--- src/design/ntrs_pkg.sv ---
// Package for the nearest-track request scheduler.
// Holds sizes, item and result types, codes and the sequencer state type.
// No dependencies; the other design files import it, apart from ntrs_ram.
`default_nettype none

package ntrs_pkg;

    localparam int SLOTS      = 16;
    localparam int TRACK_BITS = 16;
    localparam int TOTAL_BITS = 32;
    localparam int SLOT_W     = $clog2(SLOTS);
    localparam int CNT_W      = $clog2(SLOTS + 1);

    typedef logic [TRACK_BITS-1:0] t_track;
    typedef logic [SLOT_W-1:0]     t_slot;
    typedef logic [CNT_W-1:0]      t_count;
    typedef logic [TOTAL_BITS-1:0] t_total;

    localparam t_track HEAD_RESET  = t_track'(50);
    localparam t_track START_RESET = t_track'(50);

    // Operation codes; the fourth code is ignored.
    localparam logic [1:0] OP_ADD   = 2'd0;
    localparam logic [1:0] OP_SERVE = 2'd1;
    localparam logic [1:0] OP_CLEAR = 2'd2;

    // Result status codes.
    localparam logic [1:0] STAT_DONE  = 2'd0;
    localparam logic [1:0] STAT_EMPTY = 2'd1;
    localparam logic [1:0] STAT_FULL  = 2'd2;

    typedef struct packed {
        logic [1:0] op;
        t_track     request_track;
    } t_item;

    typedef struct packed {
        logic [1:0] status;
        t_track     served_track;
        t_track     seek_distance;
        t_total     total_seek;
        t_count     pending_count;
    } t_result;

    // Commands from the sequencer to the slot table.
    typedef struct packed {
        logic  add;
        logic  remove;
        logic  clear;
        t_slot slot;
        t_slot rm_age;
    } t_tbl_cmd;

    // Status from the slot table to the sequencer.
    typedef struct packed {
        logic   full;
        t_slot  free_slot;
        t_count count;
    } t_tbl_stat;

    typedef enum logic [2:0] {
        S_IDLE,
        S_ADD,
        S_SCAN,
        S_SERVE,
        S_CLEAR,
        S_NOP
    } t_state;

endpackage

`default_nettype wire

--- src/design/nearest_track_request_scheduler_core.sv ---
// Top level of the nearest-track (shortest seek first) request scheduler.
// Depends on ntrs_pkg, ntrs_ram, ntrs_dist_unit and ntrs_slot_table.
`default_nettype none

// Usage: drive an item on i_item and raise start; the item is taken at the
// rising edge where start is high and busy is low. Each item gives exactly
// one result on o_result, shown for one cycle with o_result_valid high; the
// receiver cannot stall it, so capture it in that cycle. Add, clear and the
// ignored op code pass through one work state before the next accept. A serve
// walks all SLOTS table entries through one distance comparator, one slot a
// cycle, each compared from the registered read of the track RAM, then writes
// back before the next accept. The result strobe comes in the cycle in which
// busy drops. Write start_track through i_cfg_we / i_cfg_wdata only while the
// block is idle; it is used by the next clear item. There is no clearing pass
// after reset.
module nearest_track_request_scheduler_core import ntrs_pkg::*; (
    input  logic    i_clk,
    input  logic    i_rst_n,
    input  logic    i_cfg_we,
    input  t_track  i_cfg_wdata,
    input  logic    start,
    input  t_item   i_item,
    output logic    busy,
    output logic    o_result_valid,
    output t_result o_result
);

    // Sequencer and working registers
    t_state             r_state, n_state;
    t_track             r_req, n_req;
    t_track             r_start;
    t_track             r_head, n_head;
    t_total             r_total, n_total;
    logic [CNT_W-1:0]   r_idx, n_idx;

    // Scan registers: nearest so far (newest among ties) and the oldest
    logic   r_found, n_found;
    t_track r_best, n_best;
    t_slot  r_pick, n_pick;
    t_track r_pick_track, n_pick_track;
    t_slot  r_pick_age, n_pick_age;
    t_slot  r_old_slot, n_old_slot;
    t_track r_old_dist, n_old_dist;
    t_track r_old_track, n_old_track;

    t_result r_result, n_result;
    logic    r_res_vld, n_res_vld;

    // Slot table, RAM and shared distance unit
    t_tbl_cmd  tbl_cmd;
    t_tbl_stat tbl_stat;
    t_slot     cmp_slot;
    logic      cmp_valid;
    t_slot     cmp_age;
    logic      ram_we;
    t_slot     ram_waddr;
    t_track    ram_rdata;
    t_track    seek_gap;
    logic      dist_lt;
    logic      dist_eq;
    t_count    cnt_m1;
    logic      use_old;
    logic [TOTAL_BITS:0] sum;
    t_total    total_sat;

    // Compare stage works on the slot read in the cycle before
    assign cmp_slot = t_slot'(r_idx - t_count'(1));
    assign cnt_m1   = tbl_stat.count - t_count'(1);
    assign use_old  = (r_old_dist == r_best);
    assign sum      = {1'b0, r_total} + (TOTAL_BITS + 1)'(r_best);
    assign total_sat = sum[TOTAL_BITS] ? '1 : sum[TOTAL_BITS-1:0];

    ntrs_slot_table u_table (
        .i_clk      (i_clk),
        .i_rst_n    (i_rst_n),
        .i_cmd      (tbl_cmd),
        .i_rd_idx   (cmp_slot),
        .o_stat     (tbl_stat),
        .o_rd_valid (cmp_valid),
        .o_rd_age   (cmp_age)
    );

    ntrs_ram #(
        .WIDTH (TRACK_BITS),
        .DEPTH (SLOTS)
    ) u_tracks (
        .i_clk   (i_clk),
        .i_we    (ram_we),
        .i_waddr (ram_waddr),
        .i_wdata (r_req),
        .i_raddr (r_idx[SLOT_W-1:0]),
        .o_rdata (ram_rdata)
    );

    ntrs_dist_unit u_dist (
        .i_head  (r_head),
        .i_track (ram_rdata),
        .i_best  (r_best),
        .o_dist  (seek_gap),
        .o_lt    (dist_lt),
        .o_eq    (dist_eq)
    );

    // Next state
    always_comb begin
        n_state = r_state;
        unique case (r_state)
            S_IDLE: begin
                if (start) begin
                    unique case (i_item.op)
                        OP_ADD:   n_state = S_ADD;
                        OP_SERVE: n_state = S_SCAN;
                        OP_CLEAR: n_state = S_CLEAR;
                        default:  n_state = S_NOP;
                    endcase
                end
            end
            S_SCAN: begin
                if (r_idx == CNT_W'(SLOTS)) begin
                    n_state = S_SERVE;
                end
            end
            S_ADD, S_SERVE, S_CLEAR, S_NOP: begin
                n_state = S_IDLE;
            end
            default: n_state = S_IDLE;
        endcase
    end

    // Datapath and control outputs
    always_comb begin
        n_req        = r_req;
        n_head       = r_head;
        n_total      = r_total;
        n_idx        = r_idx;
        n_found      = r_found;
        n_best       = r_best;
        n_pick       = r_pick;
        n_pick_track = r_pick_track;
        n_pick_age   = r_pick_age;
        n_old_slot   = r_old_slot;
        n_old_dist   = r_old_dist;
        n_old_track  = r_old_track;
        n_result     = r_result;
        n_res_vld    = 1'b0;
        tbl_cmd      = '0;
        ram_we       = 1'b0;
        ram_waddr    = tbl_stat.free_slot;

        unique case (r_state)
            S_IDLE: begin
                if (start) begin
                    n_req   = i_item.request_track;
                    n_idx   = '0;
                    n_found = 1'b0;
                end
            end
            S_ADD: begin
                n_res_vld              = 1'b1;
                n_result.served_track  = r_head;
                n_result.seek_distance = '0;
                n_result.total_seek    = r_total;
                if (tbl_stat.full) begin
                    // drop the request
                    n_result.status        = STAT_FULL;
                    n_result.pending_count = tbl_stat.count;
                end else begin
                    ram_we                 = 1'b1;
                    tbl_cmd.add            = 1'b1;
                    tbl_cmd.slot           = tbl_stat.free_slot;
                    n_result.status        = STAT_DONE;
                    n_result.pending_count = tbl_stat.count + t_count'(1);
                end
            end
            S_SCAN: begin
                n_idx = r_idx + t_count'(1);
                if ((r_idx != '0) && cmp_valid) begin
                    n_found = 1'b1;
                    if (!r_found || dist_lt) begin
                        n_best       = seek_gap;
                        n_pick       = cmp_slot;
                        n_pick_track = ram_rdata;
                        n_pick_age   = cmp_age;
                    end else if (dist_eq && (cmp_age < r_pick_age)) begin
                        n_pick       = cmp_slot;
                        n_pick_track = ram_rdata;
                        n_pick_age   = cmp_age;
                    end
                    if (cmp_age == cnt_m1[SLOT_W-1:0]) begin
                        n_old_slot  = cmp_slot;
                        n_old_dist  = seek_gap;
                        n_old_track = ram_rdata;
                    end
                end
            end
            S_SERVE: begin
                n_res_vld = 1'b1;
                if (!r_found) begin
                    n_result.status        = STAT_EMPTY;
                    n_result.served_track  = r_head;
                    n_result.seek_distance = '0;
                    n_result.total_seek    = r_total;
                    n_result.pending_count = tbl_stat.count;
                end else begin
                    // oldest wins a tie it is part of, else newest nearest
                    tbl_cmd.remove         = 1'b1;
                    tbl_cmd.slot           = use_old ? r_old_slot : r_pick;
                    tbl_cmd.rm_age         = use_old ? cnt_m1[SLOT_W-1:0] : r_pick_age;
                    n_head                 = use_old ? r_old_track : r_pick_track;
                    n_total                = total_sat;
                    n_result.status        = STAT_DONE;
                    n_result.served_track  = n_head;
                    n_result.seek_distance = r_best;
                    n_result.total_seek    = total_sat;
                    n_result.pending_count = cnt_m1;
                end
            end
            S_CLEAR: begin
                tbl_cmd.clear          = 1'b1;
                n_total                = '0;
                n_head                 = r_start;
                n_res_vld              = 1'b1;
                n_result.status        = STAT_DONE;
                n_result.served_track  = r_start;
                n_result.seek_distance = '0;
                n_result.total_seek    = '0;
                n_result.pending_count = '0;
            end
            S_NOP: begin
                n_res_vld              = 1'b1;
                n_result.status        = STAT_DONE;
                n_result.served_track  = r_head;
                n_result.seek_distance = '0;
                n_result.total_seek    = r_total;
                n_result.pending_count = tbl_stat.count;
            end
            default: begin
                n_res_vld = 1'b0;
            end
        endcase
    end

    // Control state and architectural state
    always_ff @(posedge i_clk) begin
        if (!i_rst_n) begin
            r_state   <= S_IDLE;
            r_res_vld <= 1'b0;
            r_head    <= HEAD_RESET;
            r_total   <= '0;
            r_start   <= START_RESET;
        end else begin
            r_state   <= n_state;
            r_res_vld <= n_res_vld;
            r_head    <= n_head;
            r_total   <= n_total;
            if (i_cfg_we) begin
                r_start <= i_cfg_wdata;
            end
        end
    end

    // Payload and scan registers
    always_ff @(posedge i_clk) begin
        r_req        <= n_req;
        r_idx        <= n_idx;
        r_found      <= n_found;
        r_best       <= n_best;
        r_pick       <= n_pick;
        r_pick_track <= n_pick_track;
        r_pick_age   <= n_pick_age;
        r_old_slot   <= n_old_slot;
        r_old_dist   <= n_old_dist;
        r_old_track  <= n_old_track;
        r_result     <= n_result;
    end

    assign busy           = (r_state != S_IDLE);
    assign o_result_valid = r_res_vld;
    assign o_result       = r_result;

endmodule

`default_nettype wire

--- src/design/ntrs_ram.sv ---
// Generic single-write, single-read RAM with registered read data.
// Stand-alone; no package needed.
`default_nettype none

module ntrs_ram #(
    parameter int WIDTH = 16,
    parameter int DEPTH = 16
) (
    input  logic                     i_clk,
    input  logic                     i_we,
    input  logic [$clog2(DEPTH)-1:0] i_waddr,
    input  logic [WIDTH-1:0]         i_wdata,
    input  logic [$clog2(DEPTH)-1:0] i_raddr,
    output logic [WIDTH-1:0]         o_rdata
);

    logic [WIDTH-1:0] r_mem [DEPTH];
    logic [WIDTH-1:0] r_rdata;

    always_ff @(posedge i_clk) begin
        if (i_we) begin
            r_mem[i_waddr] <= i_wdata;
        end
        r_rdata <= r_mem[i_raddr];
    end

    assign o_rdata = r_rdata;

endmodule

`default_nettype wire

--- src/design/ntrs_dist_unit.sv ---
// Shared seek-distance unit: absolute track difference and compare to best.
// Depends on ntrs_pkg.
`default_nettype none

module ntrs_dist_unit import ntrs_pkg::*; (
    input  t_track i_head,
    input  t_track i_track,
    input  t_track i_best,
    output t_track o_dist,
    output logic   o_lt,
    output logic   o_eq
);

    assign o_dist = (i_head > i_track) ? (i_head - i_track) : (i_track - i_head);
    assign o_lt   = (o_dist < i_best);
    assign o_eq   = (o_dist == i_best);

endmodule

`default_nettype wire

--- src/design/ntrs_slot_table.sv ---
// Slot table: valid bits, request ages and pending count for every slot.
// Depends on ntrs_pkg.
`default_nettype none

module ntrs_slot_table import ntrs_pkg::*; (
    input  logic      i_clk,
    input  logic      i_rst_n,
    input  t_tbl_cmd  i_cmd,
    input  t_slot     i_rd_idx,
    output t_tbl_stat o_stat,
    output logic      o_rd_valid,
    output t_slot     o_rd_age
);

    logic   r_valid [SLOTS];
    t_slot  r_age   [SLOTS];
    t_count r_count;

    // Lowest free slot.
    always_comb begin
        o_stat.full      = 1'b1;
        o_stat.free_slot = '0;
        o_stat.count     = r_count;
        for (int i = SLOTS - 1; i >= 0; i--) begin
            if (!r_valid[i]) begin
                o_stat.full      = 1'b0;
                o_stat.free_slot = t_slot'(i);
            end
        end
    end

    assign o_rd_valid   = r_valid[i_rd_idx];
    assign o_rd_age     = r_age[i_rd_idx];

    always_ff @(posedge i_clk) begin
        if (!i_rst_n || i_cmd.clear) begin
            for (int i = 0; i < SLOTS; i++) begin
                r_valid[i] <= 1'b0;
                r_age[i]   <= '0;
            end
            r_count <= '0;
        end else if (i_cmd.add) begin
            // age every pending request, new one is the newest
            for (int i = 0; i < SLOTS; i++) begin
                if (r_valid[i]) begin
                    r_age[i] <= r_age[i] + t_slot'(1);
                end
            end
            r_valid[i_cmd.slot] <= 1'b1;
            r_age[i_cmd.slot]   <= '0;
            r_count             <= r_count + t_count'(1);
        end else if (i_cmd.remove) begin
            // close the gap left by the removed age
            for (int i = 0; i < SLOTS; i++) begin
                if (r_valid[i] && (r_age[i] > i_cmd.rm_age)) begin
                    r_age[i] <= r_age[i] - t_slot'(1);
                end
            end
            r_valid[i_cmd.slot] <= 1'b0;
            r_age[i_cmd.slot]   <= '0;
            r_count             <= r_count - t_count'(1);
        end
    end

endmodule

`default_nettype wire

--- config.mk ---
export PLATFORM = sky130hd
export DESIGN_NAME = nearest_track_request_scheduler_core
export DESIGN_NICKNAME = d
export VERILOG_FILES = /design/src/design/ntrs_pkg.sv /design/src/design/nearest_track_request_scheduler_core.sv /design/src/design/ntrs_ram.sv /design/src/design/ntrs_dist_unit.sv /design/src/design/ntrs_slot_table.sv
export SDC_FILE = /design/constraint.sdc
export NUM_CORES = 1
export LEC_CHECK = 0
export ABC_AREA = 1
export BUFFER_PORTS_ARGS = -buffer_cell sky130_fd_sc_hd__buf_2
export CORE_MARGIN = 10
export CORE_UTILIZATION = 30
export DETAILED_ROUTE_END_ITERATION = 16
export MAX_ROUTING_LAYER = met4
export SETUP_SLACK_MARGIN = 0.05
export SKIP_LAST_GASP = 1
export SYNTH_ARGS = -nofsm -noshare
export SYNTH_HDL_FRONTEND = slang
export SYNTH_HIERARCHICAL = 1
export SYNTH_SLANG_ARGS = --single-unit
--- constraint.sdc ---
create_clock -name i_clk -period 8.7 [get_ports i_clk]
set_clock_uncertainty 0.1 [all_clocks]
set_input_delay 0.87 -clock i_clk [delete_from_list [all_inputs] [get_ports i_clk]]
set_output_delay 0.87 -clock i_clk [all_outputs]
set_load 0.01 [all_outputs]
**After elaboration in Yosys (flattened, before gate mapping)**

Memories as Yosys holds them, arrays and structs flattened. A register that Yosys moved wholly into a read port is not among the register bits.
Index checks and enable logic that the tools add are counted.

- Logic and storage cells: 419
- Memories kept: 3
- Memory bits (writable): 336
- Register bits after elaboration: 242
- Input port bits: 38

- $add $sub $neg: 39
- Reductions and logical operators: 41
- Equality and inequality tests: 15
- Mux-type cells: 247
- Magnitude comparators: 19
- Bitwise gates (word level): 34

Memories:

| memory | depth | bits a word | read ports | clocked after memory_dff | write ports | RTL line | source |
|---|---|---|---|---|---|---|---|
| u_tracks.r_mem | 16 | 16 | 1 | 1 | 1 | ntrs_ram.sv:17 | `logic [WIDTH-1:0] r_mem [DEPTH];` |
| u_table.r_age | 16 | 4 | 17 | 0 | 17 | ntrs_slot_table.sv:16 | `t_slot r_age [SLOTS];` |
| u_table.r_valid | 16 | 1 | 17 | 0 | 16 | ntrs_slot_table.sv:15 | `logic r_valid [SLOTS];` |

Operators by type and width:

| kind | count |
|---|---|
| one-hot mux 71 bit (4 select lines) | 1 |
| two-way mux 4 bit | 42 |
| two-way mux 1 bit | 165 |
| two-way mux 5 bit | 20 |
| two-way mux 16 bit | 5 |
| two-way mux 70 bit | 1 |
| subtractor 4 x 1 -> 4 bit (second input constant) | 17 |
| adder 4 x 1 -> 4 bit (second input constant) | 16 |
| > comparator 4 bit | 16 |
| two-way mux 32 bit | 2 |
| one-hot mux 32 bit (2 select lines) | 1 |
| OR 1 bit | 34 |
| adder 32 x 16 -> 33 bit | 1 |
| equality test 16 bit | 2 |
| one-hot mux 16 bit (2 select lines) | 1 |
| subtractor 16 bit | 2 |
| logical AND 1 bit | 18 |
| > comparator 16 bit | 1 |
| < comparator 16 bit | 1 |
| AND reduction 3 bit | 4 |
| adder 5 x 1 -> 5 bit (second input constant) | 2 |
| one-hot mux 5 bit (2 select lines) | 1 |
| one-hot mux 3 bit (3 select lines) | 1 |
| two-way mux 8 bit | 1 |
| 26 further kinds | 40 |

**Logic depth before layout (Yosys ltp)**

An unclocked memory read counts as a cell.

- Depth after elaboration: 25
- Depth in mapped cells: 25
- Gate-level depth less buffers: 25

**Modules after synthesis**

Netlist, hierarchy kept.

Modules (own cells, without submodules):

| module | times used | cells each | area an instance (um^2) |
|---|---|---|---|
| ntrs_ram | 1 | 1,074 | 11,380.9 |
| nearest_track_request_scheduler_core | 1 | 1,225 | 11,159.5 |
| ntrs_slot_table | 1 | 1,087 | 7,598.5 |
| ntrs_dist_unit | 1 | 478 | 2,582.5 |

**Least setup slack after synthesis**

No wires, ideal clock.

- Kind: register to register
- Start: register r_idx[0]
- End: register r_old_dist[0], enable pin
- Required time: 8,081 ps
- Cell stages (with the launch flop): 13
- Path slack: 2,456 ps
- Setup time: 519 ps
- Path buffers: 2
- Clock period less this slack: 6,244 ps
- Data arrival time: 5,624 ps
- Cells stage by stage: edfxtp_1 inv_1 ha_1 xor2_1 clkbuf_1 inv_1 clkbuf_1 nand2_1 o221ai_1 nand2_1 xor2_1 nand3_1 nor4_1

- Longest elaborated chain between the ends: 4
- Elaborated cells on any way between the ends: 7
- Those cells by class: add/sub: 1; eq/ne: 1; reduce/logical: 3; memory: 2

RTL lines:

| element | RTL line | source |
|---|---|---|
| start: declaration | nearest_track_request_scheduler_core.sv:34 | `logic [CNT_W-1:0] r_idx, n_idx;` |
| start signal: assignment | nearest_track_request_scheduler_core.sv:265 | `r_idx <= n_idx;` |
| subtractor 4 x 1 -> 4 bit | nearest_track_request_scheduler_core.sv:67 | `assign cmp_slot = t_slot'(r_idx - t_count'(1));` |
| net cmp_slot[0] | nearest_track_request_scheduler_core.sv:52 | `t_slot cmp_slot;` |
| memory (16 x 4 bit) | n/a |  |
| net cmp_age[1] | nearest_track_request_scheduler_core.sv:54 | `t_slot cmp_age;` |
| equality test 4 bit | nearest_track_request_scheduler_core.sv:189 | `if (cmp_age == cnt_m1[SLOT_W-1:0]) begin` |
| AND reduction 3 bit (no source line) | n/a |  |
| end signal: assignment | nearest_track_request_scheduler_core.sv:272 | `r_old_dist <= n_old_dist;` |
| end: declaration | nearest_track_request_scheduler_core.sv:43 | `t_track r_old_dist, n_old_dist;` |

The timed path passes the listed nets, and every way through them passes these cells.
A chain may end at the register's enable or synchronous reset.

**Worst setup path after layout**

- Start: register r_idx[0]
- End: register r_pick_track[8], enable pin

- Longest elaborated chain between the ends: 6
- Elaborated cells on any way between the ends: 9
- Those cells by class: add/sub: 1; order compare: 1; reduce/logical: 5; memory: 2

RTL lines:

| element | RTL line | source |
|---|---|---|
| subtractor 4 x 1 -> 4 bit | nearest_track_request_scheduler_core.sv:67 |  |
| net cmp_slot[0] | nearest_track_request_scheduler_core.sv:52 |  |
| memory (16 x 4 bit) | n/a |  |
| net cmp_age[3] | nearest_track_request_scheduler_core.sv:54 |  |
| < comparator 4 bit | nearest_track_request_scheduler_core.sv:184 | `end else if (dist_eq && (cmp_age < r_pick_age)) begin` |
| logical AND 1 bit | nearest_track_request_scheduler_core.sv:184 |  |
| nonzero test 2 bit (no source line) | n/a |  |
| AND reduction 3 bit (no source line) | n/a |  |
| end signal: assignment | nearest_track_request_scheduler_core.sv:269 | `r_pick_track <= n_pick_track;` |
| end: declaration | nearest_track_request_scheduler_core.sv:40 | `t_track r_pick_track, n_pick_track;` |

The timed path passes the listed nets, and every way through them passes these cells.

==> impl_metrics.sql <==
INSERT INTO impl_metrics (metric_group, metric, value, unit) VALUES
('run_status', 'outcome', 'completed', ''),
('hold_path', 'hold_path.class', 'in2reg', ''),
('clock_tree', 'clk-insertion-delay-late', '0.63', 'ns'),
('logic_synthesis', 'ys.flop_type', 'sky130_fd_sc_hd__edfxtp_1', ''),
('logic_synthesis', 'main_combinational_cell_family_by_area_after_synthesis', 'simple AND/OR/NAND/NOR gates', ''),
('global_routing', 'gr-total-overflow', '0', ''),
('clock_tree', 'cts_buffers', '67', ''),
('logic_synthesis', 'synth-adder-area-share', '0.0729', ''),
('setup_path', 'category_of_the_most_critical_setup_path', 'reg2reg', ''),
('power_and_ir_drop', 'power.ir.vdd_worst', '0.000161', 'V'),
('logic_synthesis', 'yosysWarnings', '6', ''),
('timing', 'min_period', '4.72', 'ns'),
('global_routing', 'grt_pass1_vias', '24218', ''),
('timing', 'final-max-slew-violation-count', '0', ''),
('clock_tree', 'clk_root_buf', 'sky130_fd_sc_hd__clkbuf_16', ''),
('logic_synthesis', 'synth.net_count', '4086', ''),
('finish', 'area.growth.synth_to_final', '13.1', '%'),
('timing', 'finalHoldViolCount', '0', ''),
('placement', 'dpl_worst_slack', '3.97', 'ns'),
('setup_path', 'cp_data_arrival_time', '4.90', 'ns'),
('logic_synthesis', 'yosys.area_share.simple', '0.240', ''),
('global_routing', 'antenna_found_initial', '4', ''),
('timing', 'slew-limit-headroom', '0.295', ''),
('setup_path', 'critical_path.endpoint_type', 'flop', ''),
('timing', 'final_min_period_over_clock_period', '0.542', ''),
('logic_synthesis', 'synth_area_leader_cell', 'sky130_fd_sc_hd__edfxtp_1', ''),
('logic_synthesis', 'post_synthesis_sequential_area_ratio', '0.498', ''),
('drt', 'final_antenna_net_count', '0', ''),
('setup_path', 'reg2reg_setup_slack', '3.98', 'ns'),
('logic_synthesis', 'synth_compound_area_frac', '0.0753', ''),
('logic_synthesis', 'synthMuxAreaShare', '0.00122', ''),
('die', 'placeableCoreArea', '0.109', 'mm2'),
('drt', 'drt_first_pass_iters', '5', ''),
('timing', 'timing_worst_slew_pin_value', '1.06', 'ns'),
('setup_path', 'critical_path.max_fanout', '81', ''),
('die', 'die_w', '350', 'um'),
('global_routing', 'grt_util_all_layers', '0.150', ''),
('power_and_ir_drop', 'power_per_cell_area', '219', 'mW/mm2'),
('clock_tree', 'h-tree-depth', '3', ''),
('logic_synthesis', 'synth_most_common_cell', 'sky130_fd_sc_hd__nand2_1', ''),
('drt', 'routedWlPerCell', '16.8', 'um'),
('hold_path', 'min_delay_worst_endpoint', 'r_req[11]$_DFFE_PP_', ''),
('clock_tree', 'clockBufferDepth', '3', ''),
('setup_path', 'worst_setup_path_start_kind', 'flop', ''),
('global_routing', 'grt_first_pass_wirelength', '141000', 'um'),
('setup_path', 'worstReg2RegStart', 'r_idx[0]$_SDFFCE_PN0P_', ''),
('drt', 'avgViaCountPerCell', '4.77', ''),
('logic_synthesis', 'ys_ff_latch', '594', ''),
('clock_tree', 'cts_tree', 'yes', ''),
('setup_path', 'critical_path.reg2reg.endpoint', 'r_pick_track[8]$_DFFE_PP_', ''),
('logic_synthesis', 'synth_top_cell_area_share', '0.405', ''),
('finish', 'num-nets-final', '4189', ''),
('timing', 'fin_tns_setup', '0', 'ns'),
('logic_synthesis', 'postSynthCellCount', '3864', ''),
('hold_path', 'worst_hold_startpoint', 'i_item[11]', ''),
('setup_path', 'critPathRequiredTime', '8.88', 'ns'),
('setup_path', 'rr_worst_depth', '13', ''),
('placement', 'placer_congestion_estimate', '0.921', ''),
('drt', 'detailedRoute.firstIterationViolations', '2206', ''),
('logic_synthesis', 'synth-edff-count', '441', ''),
('die', 'chipHeight', '350', 'um'),
('logic_synthesis', 'mappedNetlistArea', '0.0327', 'mm2'),
('logic_synthesis', 'synth-async-reset-ratio', '0', ''),
('drt', 'wl', '91400', 'um'),
('placement', 'dp.final_hpwl', '63700', 'um'),
('clock_tree', 'cts.hold.buffers_added', '0', ''),
('hold_path', 'min_path_cells', '1', ''),
('timing', 'timing.final.setup_violations', '0', ''),
('clock_tree', 'cts.repair.resized', '0', ''),
('clock_tree', 'cts.sink_count', '594', ''),
('timing', 'fin_worst_hold_slack', '0.324', 'ns');
-- area by class of cell --
type                       count  area, um2  share of cell area
timing repair buffer         150        851              0.0230
clock buffer                  87       1880              0.0507
antenna                        1       2.50           0.0000676
inverter                     615       2310              0.0625
clock inverter                36        330             0.00893
sequential                   594      16300               0.441
multi-input combinational   2539      13600               0.366
tap                         1414       1770              0.0478
-- cells in the final DEF, fill, tap and decap left out, drive strengths merged, types with 9 or more instances in the layout --
master     n
edfxtp   441
nor3      34
fa        11
o221ai     9
a21oi    224
clkinv    29
nand4     46
inv      617
o21ai    146
ha       173
nor2     241
dfxtp    153
buf      150
nand3    381
clkbuf    87
or2       18
o211ai    18
nand2   1094
xnor2     42
xor2      42
-- worst max-delay path by stage --
stage	to	depth (start not counted)
after floorplan	r_old_dist[0]$_DFFE_PP_	12
final	r_pick_track[8]$_DFFE_PP_	13
after CTS	r_pick_track[8]$_DFFE_PP_	13
after detailed placement	r_pick_track[13]$_DFFE_PP_	13
after global placement	r_pick_track[14]$_DFFE_PP_	13
after global routing	r_pick_track[11]$_DFFE_PP_	13
-- state kept, by name, summed over array words and instances, names as in the netlist, 32 cells and up --
signal and count:
u_tracks/r_mem 256, u_table/r_age 64, o_result 71, r_total 32
-- per-stage QoR --
step | utilization | cells | total power [uW]
floorplan | - | 3864 | 4730
global placement | 0.320 | 5312 | 5270
detailed placement | 0.320 | 5312 | 5290
CTS | 0.341 | 5435 | 8160
global route | 0.341 | 5435 | 8530
finish | 0.341 | 5436 | 8090
-- power breakdown --
| group | internal [uW] | leakage [uW] | total [uW] | switching, uW |
|---|---|---|---|---|
| combinational | 565 | 0.0101 | 1780 | 1210 |
| sequential | 3290 | 0.00529 | 3470 | 181 |
| clock | 1660 | 0.00109 | 2840 | 1190 |
-- metal layers --
layer	part of all wire	GRT usage	vias to the layer above
met3	0.064	0.0235	136
met4	0.019	0.0351	0
met1	0.46	0.198	12168
met2	0.46	0.241	773
li1	-	-	12844
met5	0	-	-
-- kinds of logic (layout without fill, tap and decap cells) --
family | Yosys count | count (layout)
AO/OA/AOI/OAI | 437 | 437
XOR/XNOR | 84 | 84
adder cells (fa/ha/maj) | 184 | 184
buffers and inverters | 731 | 888
flip-flops | 594 | 594
multiplexers | 4 | 4
other | 0 | 1
AND/OR/NAND/NOR | 1830 | 1830
-- worst max-delay path, stage by stage (launching register included) --
cell and delay [ns]:
sky130_fd_sc_hd__edfxtp_1 0.40, sky130_fd_sc_hd__inv_2 0.06, sky130_fd_sc_hd__buf_4 0.53, sky130_fd_sc_hd__ha_1 0.35, sky130_fd_sc_hd__inv_1 0.76, sky130_fd_sc_hd__inv_1 0.36, sky130_fd_sc_hd__o21ai_0 0.27, sky130_fd_sc_hd__o221ai_1 0.15
sky130_fd_sc_hd__nand2_1 0.19, sky130_fd_sc_hd__ha_1 0.28, sky130_fd_sc_hd__a21oi_1 0.15, sky130_fd_sc_hd__o211ai_1 0.14, sky130_fd_sc_hd__a211oi_4 0.21, sky130_fd_sc_hd__buf_4 0.37
Power figures use the tool's default switching activity.
